`src/rtl/aedl_pkg.sv`:
```
// Shared constants and types for the audio echo delay line.
`default_nettype none
package aedl_pkg;

	localparam int DELAY_DEPTH = 65536;
	localparam int SAMPLE_WIDTH = 16;
	localparam int ADDR_W = $clog2(DELAY_DEPTH);
	localparam int CNT_W = ADDR_W + 1;
	localparam int LEN_W = 17;
	localparam int GAIN_W = 16;
	localparam int GAIN_FRAC = 15;
	localparam int CHAN_W = 2;
	localparam int CFG_INDEX_W = 2;
	localparam int CFG_DATA_W = 17;
	localparam int FIFO_DEPTH = 4;
	localparam int FIFO_AW = $clog2(FIFO_DEPTH);

	localparam logic [CFG_INDEX_W-1:0] REG_DELAY_LENGTH = 2'd0;
	localparam logic [CFG_INDEX_W-1:0] REG_ECHO_GAIN = 2'd1;
	localparam logic [CFG_INDEX_W-1:0] REG_CHANNEL_COUNT = 2'd2;

	typedef struct packed {
		logic vld;
		logic echo_on;
		logic stereo;
	} aedl_ctl_t;

endpackage
`default_nettype wire

```
`src/rtl/aedl_out_fifo.sv`:
```
// Small output queue that decouples the pipeline from the downstream stall.
`default_nettype none
module aedl_out_fifo import aedl_pkg::*; (
	input  wire logic                        clk,
	input  wire logic                        arst_n,
	input  wire logic                        wr_en,
	input  wire logic [2*SAMPLE_WIDTH-1:0]   wr_data,
	output logic                             rd_valid,
	input  wire logic                        rd_ready,
	output logic      [2*SAMPLE_WIDTH-1:0]   rd_data,
	output logic      [FIFO_AW:0]            count
);

	logic [2*SAMPLE_WIDTH-1:0] slots_q [FIFO_DEPTH];
	logic [FIFO_AW-1:0]        wr_ptr_q;
	logic [FIFO_AW-1:0]        rd_ptr_q;
	logic [FIFO_AW:0]          count_q;
	logic                      pop;

	assign rd_valid = (count_q != '0);
	assign pop = rd_valid && rd_ready;
	assign rd_data = slots_q[rd_ptr_q];
	assign count = count_q;

	always_ff @(posedge clk or negedge arst_n) begin
		if (!arst_n) begin
			wr_ptr_q <= '0;
			rd_ptr_q <= '0;
			count_q <= '0;
		end else begin
			if (wr_en) begin
				wr_ptr_q <= wr_ptr_q + FIFO_AW'(1);
			end
			if (pop) begin
				rd_ptr_q <= rd_ptr_q + FIFO_AW'(1);
			end
			count_q <= count_q + (FIFO_AW + 1)'(wr_en) - (FIFO_AW + 1)'(pop);
		end
	end

	always_ff @(posedge clk) begin
		if (wr_en) begin
			slots_q[wr_ptr_q] <= wr_data;
		end
	end

endmodule
`default_nettype wire

```
`config.mk`:
```
export PLATFORM = sky130hd
export DESIGN_NAME = aedl_out_fifo
export DESIGN_NICKNAME = d
export VERILOG_FILES = /design/src/rtl/aedl_pkg.sv /design/src/rtl/aedl_out_fifo.sv
export SDC_FILE = /design/constraint.sdc
export NUM_CORES = 1
export LEC_CHECK = 0
export BUFFER_PORTS_ARGS = -buffer_cell sky130_fd_sc_hd__buf_2
export CORE_UTILIZATION = 51
export CTS_BUF_LIST = sky130_fd_sc_hd__clkbuf_16
export DETAILED_ROUTE_END_ITERATION = 16
export PLACE_DENSITY = 0.75
export SLEW_MARGIN = 10
export SYNTH_ARGS = -nofsm -noshare
export SYNTH_HDL_FRONTEND = slang
export SYNTH_SLANG_ARGS = --single-unit
export TNS_END_PERCENT = 50
```
`constraint.sdc`:
```
create_clock -name clk -period 2 [get_ports clk]
set_input_delay 0.1 -clock clk [delete_from_list [all_inputs] [get_ports clk]]
set_output_delay 0.1 -clock clk [all_outputs]
set_load 0.01 [all_outputs]
```
Word-level counts from Yosys, hierarchy flattened
Memories as Yosys holds them, arrays and structs flattened. Index checks and enable logic that the tools add are counted.

Flip-flop bits (word level): 7. RAM bits: 128. Logic and storage cells: 12. Memories kept: 1.

Memories: slots_q (depth 4, width 32, read ports 1, clocked after Yosys merged registers in 0, wr ports 1, RTL line aedl_out_fifo.sv:14) `logic [2*SAMPLE_WIDTH-1:0] slots_q [FIFO_DEPTH];`.

Add/sub/neg operators: 4. Multiplexer cells: 2. Reduce and logical (&&, ||, !) cells: 2.

Operators with widths (number): $add 2x1->2 const B (2); $add 3x1->3 (1); $reduce_bool 3->1 (1); $sub 3x1->3 (1); $mux 1 (2); $logic_and 1x1->1 (1).

Longest topological paths before layout
Gate-level depths: netlist of run 1.

Depth in word-level cells: 3. Gate-level depth with buffers: 7. Depth with buffers taken out: 7.

Worst setup path after synthesis of run 1
OpenSTA, ideal clock, no wires.

Path kind: reg2reg. Start: reg count_q[1] (netlist: count[1]). End: reg count_q[2] (netlist: count[2]). Library setup time: 0.123 ns. Arrival time: 1.852 ns. Data required time: 1.877 ns. Path slack: 0.025 ns. Cell stages (with the launch flop): 8. Path buffers: 0. Clock period less this slack: 1.975 ns. Cells stage by stage: dfrtp_1 > o31a_1 > ha_1 > inv_1 > ha_1 > fa_1 > xnor2_1 > xnor2_1.

Word-level cells in the longest chain between the ends: 3. Elaborated cells on any way between the ends: 4. Those cells by class: add/sub (2); reduce/logical (2).

RTL lines: start, declared (RTL line aedl_out_fifo.sv:17) `logic [FIFO_AW:0] count_q;`; start signal, assigned (RTL line aedl_out_fifo.sv:37) `count_q <= count_q + (FIFO_AW + 1)'(wr_en) - (FIFO_AW + 1)'(pop);`; $reduce_bool 3->1 (RTL line aedl_out_fifo.sv:20) `assign rd_valid = (count_q != '0);`; $logic_and 1x1->1 (RTL line aedl_out_fifo.sv:21) `assign pop = rd_valid && rd_ready;`; net pop (RTL line aedl_out_fifo.sv:18) `logic pop;`; $sub 3x1->3 (RTL line aedl_out_fifo.sv:37).

The timed path passes the listed nets, and every way through them passes these cells. A chain may end at the register's enable or synchronous reset.

Worst setup path in the final report of run 1
Same ends and word-level chain as after synthesis.

==> results of run 1 <==
==> worst min path at each step <==
stage	slack [ns]	end	depth (start not counted)
after floorplan	-0.20	count[0]	0
after global placement	-0.06	count[2]	1
after detailed placement	-0.05	count[0]	1
after CTS	0.02	rd_ptr_q[1]	3
after global routing	0.05	count[0]	2
final	0.03	rd_ptr_q[1]	3
==> worst min-delay path: stages <==
cell and delay [ns]:
buf_2 0.11, o311ai_0 0.12, xnor2_1 0.07
==> layout make-up <==
class / count / area (um2) / area share [%]
repair buffers: 120 / 887 / 13.4
flip-flops and latches: 135 / 4020 / 60.6
clock buffers: 17 / 425 / 6.41
clock inverters: 15 / 168 / 2.53
well taps: 133 / 166 / 2.51
multi-input cells: 53 / 947 / 14.3
inverters: 6 / 22.5 / 0.339
==> registers in the layout, summed over array words and instances, names as in the netlist <==
register,flops
count,3
wr_ptr_q,2
rd_ptr_q,2
slots_q,128
==> Yosys cell counts <==
| cell type | instances |
|---|---|
| buf_6 | 1 |
| edfxtp_1 | 128 |
| ha_1 | 6 |
| o31a_1 | 1 |
| o21ai_0 | 1 |
| mux4_2 | 28 |
| nand2_1 | 1 |
| mux4_1 | 4 |
| clkbuf_1 | 1 |
| dfrtp_1 | 7 |
| o311ai_0 | 1 |
| xor2_1 | 2 |
| inv_1 | 6 |
| and2_1 | 4 |
| buf_12 | 3 |
| or3_1 | 1 |
| buf_2 | 3 |
| xnor2_1 | 3 |
| fa_1 | 1 |
==> routing by layer <==
metal	share of wire (%)	track usage [%]	vias up
li1	-	-	1119
met1	44	23.1	1251
met2	51	28.4	63
met3	3.4	4.83	10
met4	1.5	9.59	0
met5	0	0	-
==> stage by stage <==
stage / cells / area (um2)
global route: 479 / 6640
finish: 479 / 6640
CTS: 479 / 6620
detailed placement: 413 / 5690
floorplan: 202 / 5060
global placement: 413 / 5690
==> cell usage in the layout (no fill, tap or decap), types with 4 or more instances in the layout <==
master         Yosys  final
edfxtp_1         128    128
buf_2              3     71
dlygate4sd3_1      0     34
mux4_2            28     28
clkbuf_16          0     17
buf_4              0      8
inv_1              6      6
ha_1               6      6
buf_12             3      6
clkinv_4           0      5
dfrtp_1            7      5
mux4_1             4      4
and2_2             0      4
inv_6              0      4
==> repair_timing <==
action                                  4_1_cts  5_1_grt
setup buffers                                 0        0
endpoints found under the setup margin        0       13
hold buffers                                 34        0
endpoints found under the hold margin       136        0
resized for setup                             0        3
==> power by group <==
part | internal, mW | switching [mW] | leakage [nW]
combinational | 1.43 | 1.36 | 0.864
sequential | 3.72 | 0.195 | 1.26
clock | 1.86 | 1.18 | 0.290
total | 7.01 | 2.74 | 2.41
==> logic make-up after synthesis <==
logic type	after synthesis	synth area share, %
xor gates and xnor gates	5	0.865
AOI/OAI and AO/OA	3	0.445
adders and majority gates	7	1.88
buffers and inverters	14	2.22
DFF	135	79.4
muxes	32	14.5
and+or+nand+nor	6	0.692
==> out/results.txt, run 1 <==
status: finished, final reports clean
RSZ-0062 raised after global routing: false
Setup violations, final: 0
TritonRoute pass-1 iters: 4
Routed Antenna Nets: 0
CP required: 2.30 ns
Slowest-stage cell, CP: dfrtp_1
Worst R2R Path Depth: 7
CTS tree: done
core area: 0.00968 mm2
Leakage: 2.41 nW
n_diodes: 0
cell area after synthesis: 0.00506 mm2
total power: 9.74 mW
wire length per cell: 17.1 um
Crit Path Category: reg2reg
final hold slack: 0.0260 ns
CP Capture Type: flip-flop
setup TNS: 0 ns
Synth Register Bits: 135
HP Start: rd_ready
min cycle time layout: 1.94 ns
Worst Max-Slew Pin Slew: 0.397 ns
HP Class: in2reg
f_max: 0.514 GHz
RR Endpoint: count[2]
die area: 0.0103 mm2
register area share after synthesis: 79.4%
syn_area_per_cell: 25.1 um2
WP data arrival: 2.24 ns
clock root buffer master: clkbuf_16
WP depth: 7
Yosys top cell by area: edfxtp_1
total CTS buffers: 17
vias in the first global route: 2609
fin crit share: 97.2%
Max Clock Skew: 0.00719 ns
Bufs on Longest Clock Path: 2
DR iter-0 viols: 113
total clock sinks: 135
VDD IR max: 0.783 mV
routed vias/inst: 5.10
synth warn: 0
start point of the critical path: count[1]
Worst Path Buf+Inv: 1
Pins Over Slew Limit: 0
final net count: 376
global placement routability congestion: 0.710
post-DP HPWL: 5160 um
CP cell instances: o31a_1 -> ha_1 -> inv_1 -> ha_1 -> fa_2 -> xnor2_2 -> xnor2_1
Critical Path Max Stage Delay: 0.38 ns
Via Count: 2443
R2R Setup Slk: 0.06 ns
CP dominant cell by count: ha_1
fraction of layout cells with a size suffix above 1: 44.5%
Fin. Hold Viols: 0
final WL: 8210 um
CTS clk-pin slew, worst paths: 0.06 ns
synthesized net count: 245
Die H: 102 um
dpl ws: 0.0452 ns
Critical Path Start Type: flip-flop
Fill cells: 617
largest net degree at the start of global routing: 24
Area growth, synth to finish: 31.1%
grt ovf: 0
Pwr Density: 1470 mW/mm2
die width: 102 um
FP Rows: 36
Final Util: 68.5%
Synth top area share: 75.9%
Worst Path Max Fanout: 2
top cells by area, synth: edfxtp_1, mux4_2, dfrtp_1
cell count after synthesis: 202
Port Buffers: 71
DRC Markers: 0
Max transition margin: 73.2%
Starting Density: 52.3%
GRT Overall Usage: 18.0%
r2r startpoint: count[1]
Netlist cell types: 19
Critical Path Sink: count[2]
first-pass GRT wire length: 13100 um
Top delay family on crit path: adder cells
Skew-Pair Late Insertion Delay: 0.41 ns
MaxCap Viol Count: 0
I/O pin count: 72
number of H-tree levels: 4
initial antenna violation count: 0
final worst slack: 0.0556 ns
Note: power is estimated with default switching activity, not from simulation.
==> run 2, diff against run 1 <==
--- a/config.mk
+++ b/config.mk
@@ -5,11 +5,12 @@
 export SDC_FILE = /design/constraint.sdc
 export NUM_CORES = 1
 export LEC_CHECK = 0
+export ABC_AREA = 1
 export BUFFER_PORTS_ARGS = -buffer_cell sky130_fd_sc_hd__buf_2
-export CORE_UTILIZATION = 51
+export CORE_UTILIZATION = 57
 export CTS_BUF_LIST = sky130_fd_sc_hd__clkbuf_16
 export DETAILED_ROUTE_END_ITERATION = 16
-export PLACE_DENSITY = 0.75
+export PLACE_DENSITY = 0.79
 export SLEW_MARGIN = 10
 export SYNTH_ARGS = -nofsm -noshare
 export SYNTH_HDL_FRONTEND = slang
==> constraint.sdc (replaced) <==
create_clock -name clk -period 2.15 [get_ports clk]
set_input_delay 0.1075 -clock clk [delete_from_list [all_inputs] [get_ports clk]]
set_output_delay 0.1075 -clock clk [all_outputs]
set_load 0.01 [all_outputs]
==> run 2 against run 1 <==
- clock skew about the same
- utilization up 6.0 points
- area after synthesis up 7.7%
- clock power down 6%
- largest power group unchanged
==> out/results.txt, run 2 <==
Post-CTS Setup Bufs: 0 (unchanged)
wire length per cell: 14.6 um (was 17.1 um)
Max transition margin: 57.8% (was 73.2%)
CTS tree: done (unchanged)
min cycle time layout: 1.98 ns (was 1.94 ns)
total power: 9.55 mW (was 9.74 mW)
FP Rows: 35 (was 36)
DR iter-0 viols: 215 (was 113)
Max Clock Skew: 0.00679 ns (was 0.00719 ns)
final hold slack: 0.0596 ns (was 0.0260 ns)
register area share after synthesis: 73.7% (was 79.4%)
Fill cells: 565 (was 617)
logic gate share of total power: 32.2% (was 28.7%)
WP data arrival: 2.29 ns (was 2.24 ns)
routed vias/inst: 5.02 (was 5.10)
setup TNS: 0 ns (unchanged)
Worst Path Max Fanout: 5 (was 2)
final WL: 10400 um (was 8210 um)
CP required: 2.46 ns (was 2.30 ns)
max FFs per register: 128 (unchanged)
synthesized net count: 501 (was 245)
cell count after synthesis: 458 (was 202)
r2r startpoint: count[1] (unchanged)
post-DP HPWL: 5680 um (was 5160 um)
initial antenna violation count: 0 (unchanged)
DRC Markers: 0 (unchanged)
Crit Path Category: reg2reg (unchanged)
fin crit share: 92.2% (was 97.2%)
predominant post-synthesis flop cell: edfxtp_1 (unchanged)
Bufs on Longest Clock Path: 2 (unchanged)
Non-Filler Instances: 715 (was 479)
GRT Overall Usage: 22.5% (was 18.0%)
most frequent cell after synthesis: edfxtp_1 (unchanged)
global placement routability congestion: 0.772 (was 0.710)
dpl ws: 0.115 ns (was 0.0452 ns)
die area: 0.00996 mm2 (was 0.0103 mm2)
core area: 0.00924 mm2 (was 0.00968 mm2)
syn_area_per_cell: 11.9 um2 (was 25.1 um2)
total clock sinks: 135 (unchanged)
clock power share: 30.0% (was 31.2%)
clock root buffer master: clkbuf_16 (unchanged)
Starting Density: 59.0% (was 52.3%)
number of H-tree levels: 4 (unchanged)
Yosys top cell by area: edfxtp_1 (unchanged)
HP Class: in2async (was in2reg)
Worst Max-Slew Pin Slew: 0.632 ns (was 0.397 ns)
Leakage: 2.89 nW (was 2.41 nW)
Fin. Hold Viols: 0 (unchanged)
Skew-Pair Late Insertion Delay: 0.41 ns (about the same)
internal power: 6.25 mW (was 7.01 mW)
P_sw: 3.30 mW (was 2.74 mW)
RSZ-0062 raised after global routing: false (unchanged)
Die H: 99.8 um (was 102 um)
Netlist cell types: 19 (unchanged)
f_max: 0.505 GHz (was 0.514 GHz)
cell area after synthesis: 0.00545 mm2 (was 0.00506 mm2)
Critical Path Start Type: flip-flop (unchanged)
Pins Over Slew Limit: 0 (unchanged)
first-pass GRT wire length: 16100 um (was 13100 um)
asr flop ratio synth: 5.19% (unchanged)
Synth top cells by count: edfxtp_1, nand2_1, nor2_1 (was edfxtp_1, mux4_2, dfrtp_1)
largest net degree at the start of global routing: 57 (was 24)
Port Buffers: 71 (unchanged)
synth warn: 0 (unchanged)
Synth Register Bits: 135 (unchanged)
TritonRoute pass-1 iters: 4 (unchanged)
leading cell types in the layout, fill and taps excluded: edfxtp_1, nand2_1, buf_2, nor2_1, o21ai_0 (was edfxtp_1, buf_2, dlygate4sd3_1, mux4_2, clkbuf_16)
switching part of the total power: 34.6% (was 28.1%)
top cells by area, synth: edfxtp_1, nand2_1, nor2_1 (was edfxtp_1, mux4_2, dfrtp_1)
most common cell after layout, fill and taps aside: edfxtp_1 (unchanged)
total CTS buffers: 17 (unchanged)
final net count: 616 (was 376)
Worst R2R Path Depth: 11 (was 7)
status: finished, final reports clean (unchanged)
Flop pwr share: 37.8% (was 40.1%)
I/O pin count: 72 (unchanged)
Final Cell Area: 0.00688 mm2 (was 0.00664 mm2)
CTS clk-pin slew, worst paths: 0.06 ns (about the same)
Setup violations, final: 0 (unchanged)
Synth top area share: 70.5% (was 75.9%)
Routed Antenna Nets: 0 (unchanged)
VDD IR max: 0.905 mV (was 0.783 mV)
die width: 99.8 um (was 102 um)
n_diodes: 0 (unchanged)
Area growth, synth to finish: 26.2% (was 31.1%)
fraction of layout cells with a size suffix above 1: 20.1% (was 44.5%)
EDFF count, synth: 128 (unchanged)
Via Count: 3590 (was 2443)
vias in the first global route: 3490 (was 2609)
grt ovf: 0 (unchanged)
R2R Setup Slk: 0.17 ns (was 0.06 ns)
placed cell areas: 0.00594 mm2 (was 0.00569 mm2)
MaxCap Viol Count: 0 (unchanged)
CP Capture Type: flip-flop (unchanged)
final worst slack: 0.168 ns (was 0.0556 ns)
Top reg by flops: slots_q (unchanged)
Final Util: 74.5% (was 68.5%)
RR Endpoint: count[2] (unchanged)
Pwr Density: 1390 mW/mm2 (was 1470 mW/mm2)
Post-Place Cells: 648 (was 413)
[run 2: cell count changes after synthesis, moves of 3 or more]
cell	change
and2_1	-4
mux4_1	-4
inv_1	+40
o21ai_1	+19
mux4_2	-28
o21ai_0	+45
buf_12	-3
nor2_1	+65
nand2_1	+111
buf_2	+7
buf_6	+3
clkbuf_2	+4
[run 2: power groups by stage]
stage | registers, mW | clock network, mW | logic, mW
after global placement | 3.63 | 0 | 2.88
after global routing | 3.65 | 3.02 | 3.43
final | 3.61 | 2.87 | 3.08
after CTS | 3.61 | 2.89 | 3.07
after detailed placement | 3.65 | 0 | 2.99
after floorplan | 3.64 | 0 | 2.02
[run 2: what timing repair did]
action,in CTS,in global routing
resized for setup,0,1
setup endpoints to repair,0,1
hold buffers,35,0
hold endpoints to repair,137,0
[run 2: worst max-delay path by stage]
stage	to	slack, ns	depth (start not counted)	start
finish	count[2]	0.17	11	count[1]
global route	count[2]	0.01	11	count[1]
CTS	count[2]	0.09	11	count[1]
detailed placement	count[2]	0.12	11	count[1]
global placement	count[2]	0.18	11	count[1]
floorplan	count[2]	0.12	11	count[1]
[run 2: per-layer routing]
metal  GRT usage [%]  part of all wire [%]  vias to the layer above
met5               0                     0                        -
met4            12.2                   2.4                        0
met3            6.27                   4.3                       28
met2            40.2                    52                      121
met1            24.3                    41                     1688
li1                -                     -                     1753
[run 2: cell type report]
class / count / area [um2] / share of cell area [%]
timing repair buffer: 118 / 808 / 11.7
inverter: 47 / 176 / 2.56
multi-input combinational: 254 / 1120 / 16.3
sequential: 135 / 4020 / 58.4
clock buffer: 17 / 425 / 6.18
tap: 129 / 161 / 2.34
clock inverter: 15 / 169 / 2.45
[run 2: kinds of logic (layout without fill, tap and decap cells)]
family	after synthesis	count (layout)	share of synthesized area, %
flip-flops	135	135	73.7
XOR/XNOR	3	3	0.482
AND/OR/NAND/NOR	179	179	12.4
adder cells (fa/ha/maj)	7	7	1.74
buffers and inverters	69	197	5.76
AO/OA/AOI/OAI	65	65	5.96
[run 2: worst max-delay path, cell delays in order, from the launching register on]
cell	delay [ns]
dfrtp_1	0.41
nor2_1	0.11
nand2_1	0.11
nand2_1	0.10
inv_1	0.05
ha_1	0.27
inv_1	0.04
ha_1	0.19
fa_2	0.36
xor2_1	0.15
nand2_1	0.06
nand2_1	0.04
==> run 3, diff against run 2 <==
--- a/config.mk
+++ b/config.mk
@@ -7,10 +7,10 @@
 export LEC_CHECK = 0
 export ABC_AREA = 1
 export BUFFER_PORTS_ARGS = -buffer_cell sky130_fd_sc_hd__buf_2
-export CORE_UTILIZATION = 57
+export CORE_UTILIZATION = 50
 export CTS_BUF_LIST = sky130_fd_sc_hd__clkbuf_16
 export DETAILED_ROUTE_END_ITERATION = 16
-export PLACE_DENSITY = 0.79
+export PLACE_DENSITY = 0.71
 export SLEW_MARGIN = 10
 export SYNTH_ARGS = -nofsm -noshare
 export SYNTH_HDL_FRONTEND = slang
==> run 3 against run 2 <==
- combinational power is essentially flat
- power grew 0.24%
- flip-flop and latch count is the same
- clock-buffer cell count is the same
- cell area grew 0.73%
==> out/results.txt, run 3 (synthesis gave the netlist of run 2 again) <==
RSZ-0062 raised after global routing: true (was false)
routed vias/inst: 4.85 (was 5.02)
CP cell instances: nor2_1 -> nand2_2 -> nand2_1 -> inv_1 -> ha_1 -> inv_1 -> ha_1 -> fa_2 -> xor2_2 -> nand2_1 -> nand2_1 (was nor2_1 -> nand2_1 -> nand2_1 -> inv_1 -> ha_1 -> inv_1 -> ha_1 -> fa_2 -> xor2_1 -> nand2_1 -> nand2_1)
final net count: 618 (was 616)
n_diodes: 0 (unchanged)
Pwr Density: 1380 mW/mm2 (was 1390 mW/mm2)
Max transition margin: 73.6% (was 57.8%)
max FFs per register: 128 (unchanged)
Final Cell Area: 0.00693 mm2 (was 0.00688 mm2)
CTS tree: done (unchanged)
clock root buffer master: clkbuf_16 (unchanged)
Worst Max-Slew Pin Slew: 0.395 ns (was 0.632 ns)
die area: 0.0113 mm2 (was 0.00996 mm2)
Via Count: 3513 (was 3590)
f_max: 0.490 GHz (was 0.505 GHz)
Crit Path Category: reg2reg (unchanged)
fin crit share: 94.9% (was 92.2%)
Bufs on Longest Clock Path: 2 (unchanged)
min cycle time layout: 2.04 ns (was 1.98 ns)
final hold slack: 0.0509 ns (was 0.0596 ns)
Max Clock Skew: 0.0131 ns (was 0.00679 ns)
status: finished, final reports clean (unchanged)
first-pass GRT wire length: 16200 um (was 16100 um)
Starting Density: 52.1% (was 59.0%)
global placement routability congestion: 0.749 (was 0.772)
Area growth, synth to finish: 27.1% (was 26.2%)
Die H: 106 um (was 99.8 um)
TritonRoute pass-1 iters: 4 (unchanged)
vias in the first global route: 3398 (was 3490)
most common cell after layout, fill and taps aside: edfxtp_1 (unchanged)
total clock sinks: 135 (unchanged)
placed cell areas: 0.00599 mm2 (was 0.00594 mm2)
Top delay family on crit path: adder cells (unchanged)
Critical Path Start Type: flip-flop (unchanged)
Worst Path Buf+Inv: 2 (unchanged)
VDD IR max: 0.685 mV (was 0.905 mV)
DRC Markers: 0 (unchanged)
MaxCap Viol Count: 0 (unchanged)
Pins Over Slew Limit: 0 (unchanged)
largest net degree at the start of global routing: 46 (was 57)
CP required: 2.45 ns (was 2.46 ns)
wire length per cell: 14.0 um (was 14.6 um)
Port Buffers: 71 (unchanged)
HP Class: in2async (unchanged)
CTS clk-pin slew, worst paths: 0.06 ns (about the same)
fraction of layout cells with a size suffix above 1: 20.9% (was 20.1%)
grt ovf: 0 (unchanged)
DR iter-0 viols: 136 (was 215)
Post-CTS Setup Bufs: 0 (unchanged)
initial antenna violation count: 0 (unchanged)
Slowest-stage cell, CP: dfrtp_1 (unchanged)
CP Capture Type: flip-flop (unchanged)
post-DP HPWL: 5770 um (was 5680 um)
total CTS buffers: 17 (unchanged)
Fin. Hold Viols: 0 (unchanged)
die width: 106 um (was 99.8 um)
Skew-Pair Late Insertion Delay: 0.41 ns (about the same)
Worst Path Max Fanout: 5 (unchanged)
core area: 0.0105 mm2 (was 0.00924 mm2)
Setup violations, final: 0 (unchanged)
CP dominant cell by count: nand2_1 (unchanged)
Leakage: 2.90 nW (was 2.89 nW)
final WL: 10200 um (was 10400 um)
I/O pin count: 72 (unchanged)
Critical Path Max Stage Delay: 0.42 ns (was 0.41 ns)
number of H-tree levels: 4 (unchanged)
GRT Overall Usage: 19.5% (was 22.5%)
Top reg by flops: slots_q (unchanged)
Routed Antenna Nets: 0 (unchanged)
FP Rows: 37 (was 35)
WP data arrival: 2.34 ns (was 2.29 ns)
leading cell types in the layout, fill and taps excluded: edfxtp_1, nand2_1, buf_2, nor2_1, o21ai_0 (unchanged)
[run 3: changes by cell type in the layout (fill, tap and decap cells not counted), moves of 2 or more]
cell / change
clkinv_4: -3
inv_8: +3
clkinvlp_4: +2
buf_12: +2
[run 3: power breakdown]
| group | switching, mW | internal [mW] | leakage [nW] |
|---|---|---|---|
| Clock | 1.18 | 1.64 | 0.275 |
| Combinational | 1.94 | 1.14 | 1.36 |
| Sequential | 0.216 | 3.46 | 1.26 |
[run 3: final timing paths]
kind	startpoint	endpoint	slack, ns	cells after the start
hold reg to reg	rd_ptr_q[1]	rd_ptr_q[1]	0.50	2
setup / recovery	count[1]	count[2]	0.11	11
min in group clk	wr_data[5]	slots_q[3][5]	0.44	2
setup reg to reg	count[1]	count[2]	0.11	11
hold / removal	arst_n	count[1]	0.05	2
max in group asynchronous	arst_n	rd_ptr_q[0]	1.92	2
[run 3: layout make-up]
type,instances,area [um2]
clock buffer,17,425
clock inverter,15,158
fill,781,3530
inverter,47,176
multi-input combinational,254,1130
sequential,135,4020
tap,136,170
timing repair buffer,120,848
[run 3: metrics by stage]
step	power, mW	instances	TNS [ns]	util (%)	setup slack, ns
floorplan	5.66	458	0	-	0.120
global placement	6.63	657	0	57.2	0.180
detailed placement	6.76	657	0	57.2	0.0626
CTS	9.63	724	0	66.1	0.0434
global route	10.1	724	-0.0287	66.3	-0.0287
finish	9.58	724	0	66.3	0.110
[run 3: per-layer routing]
layer	GRT usage (%)	share of wire, %	vias up
li1	-	-	1755
met2	32.7	51	100
met4	9.59	0.77	0
met5	0	0	-
met3	4.66	5.1	8
met1	23.6	44	1650
[run 3: worst register-to-register path: cells and delay by family, from the launching register on]
kind | cells | cell delay, ns
adder cells (fa/ha/maj) | 3 | 0.84
AND/OR/NAND/NOR | 5 | 0.43
flip-flops | 1 | 0.42
XOR/XNOR | 1 | 0.15
buffers and inverters | 2 | 0.09
[run 3: timing repair]
action	in CTS	in global routing
resized for setup	0	4
endpoints found under the hold margin	138	0
hold buffers	35	0
setup endpoints to repair	0	8
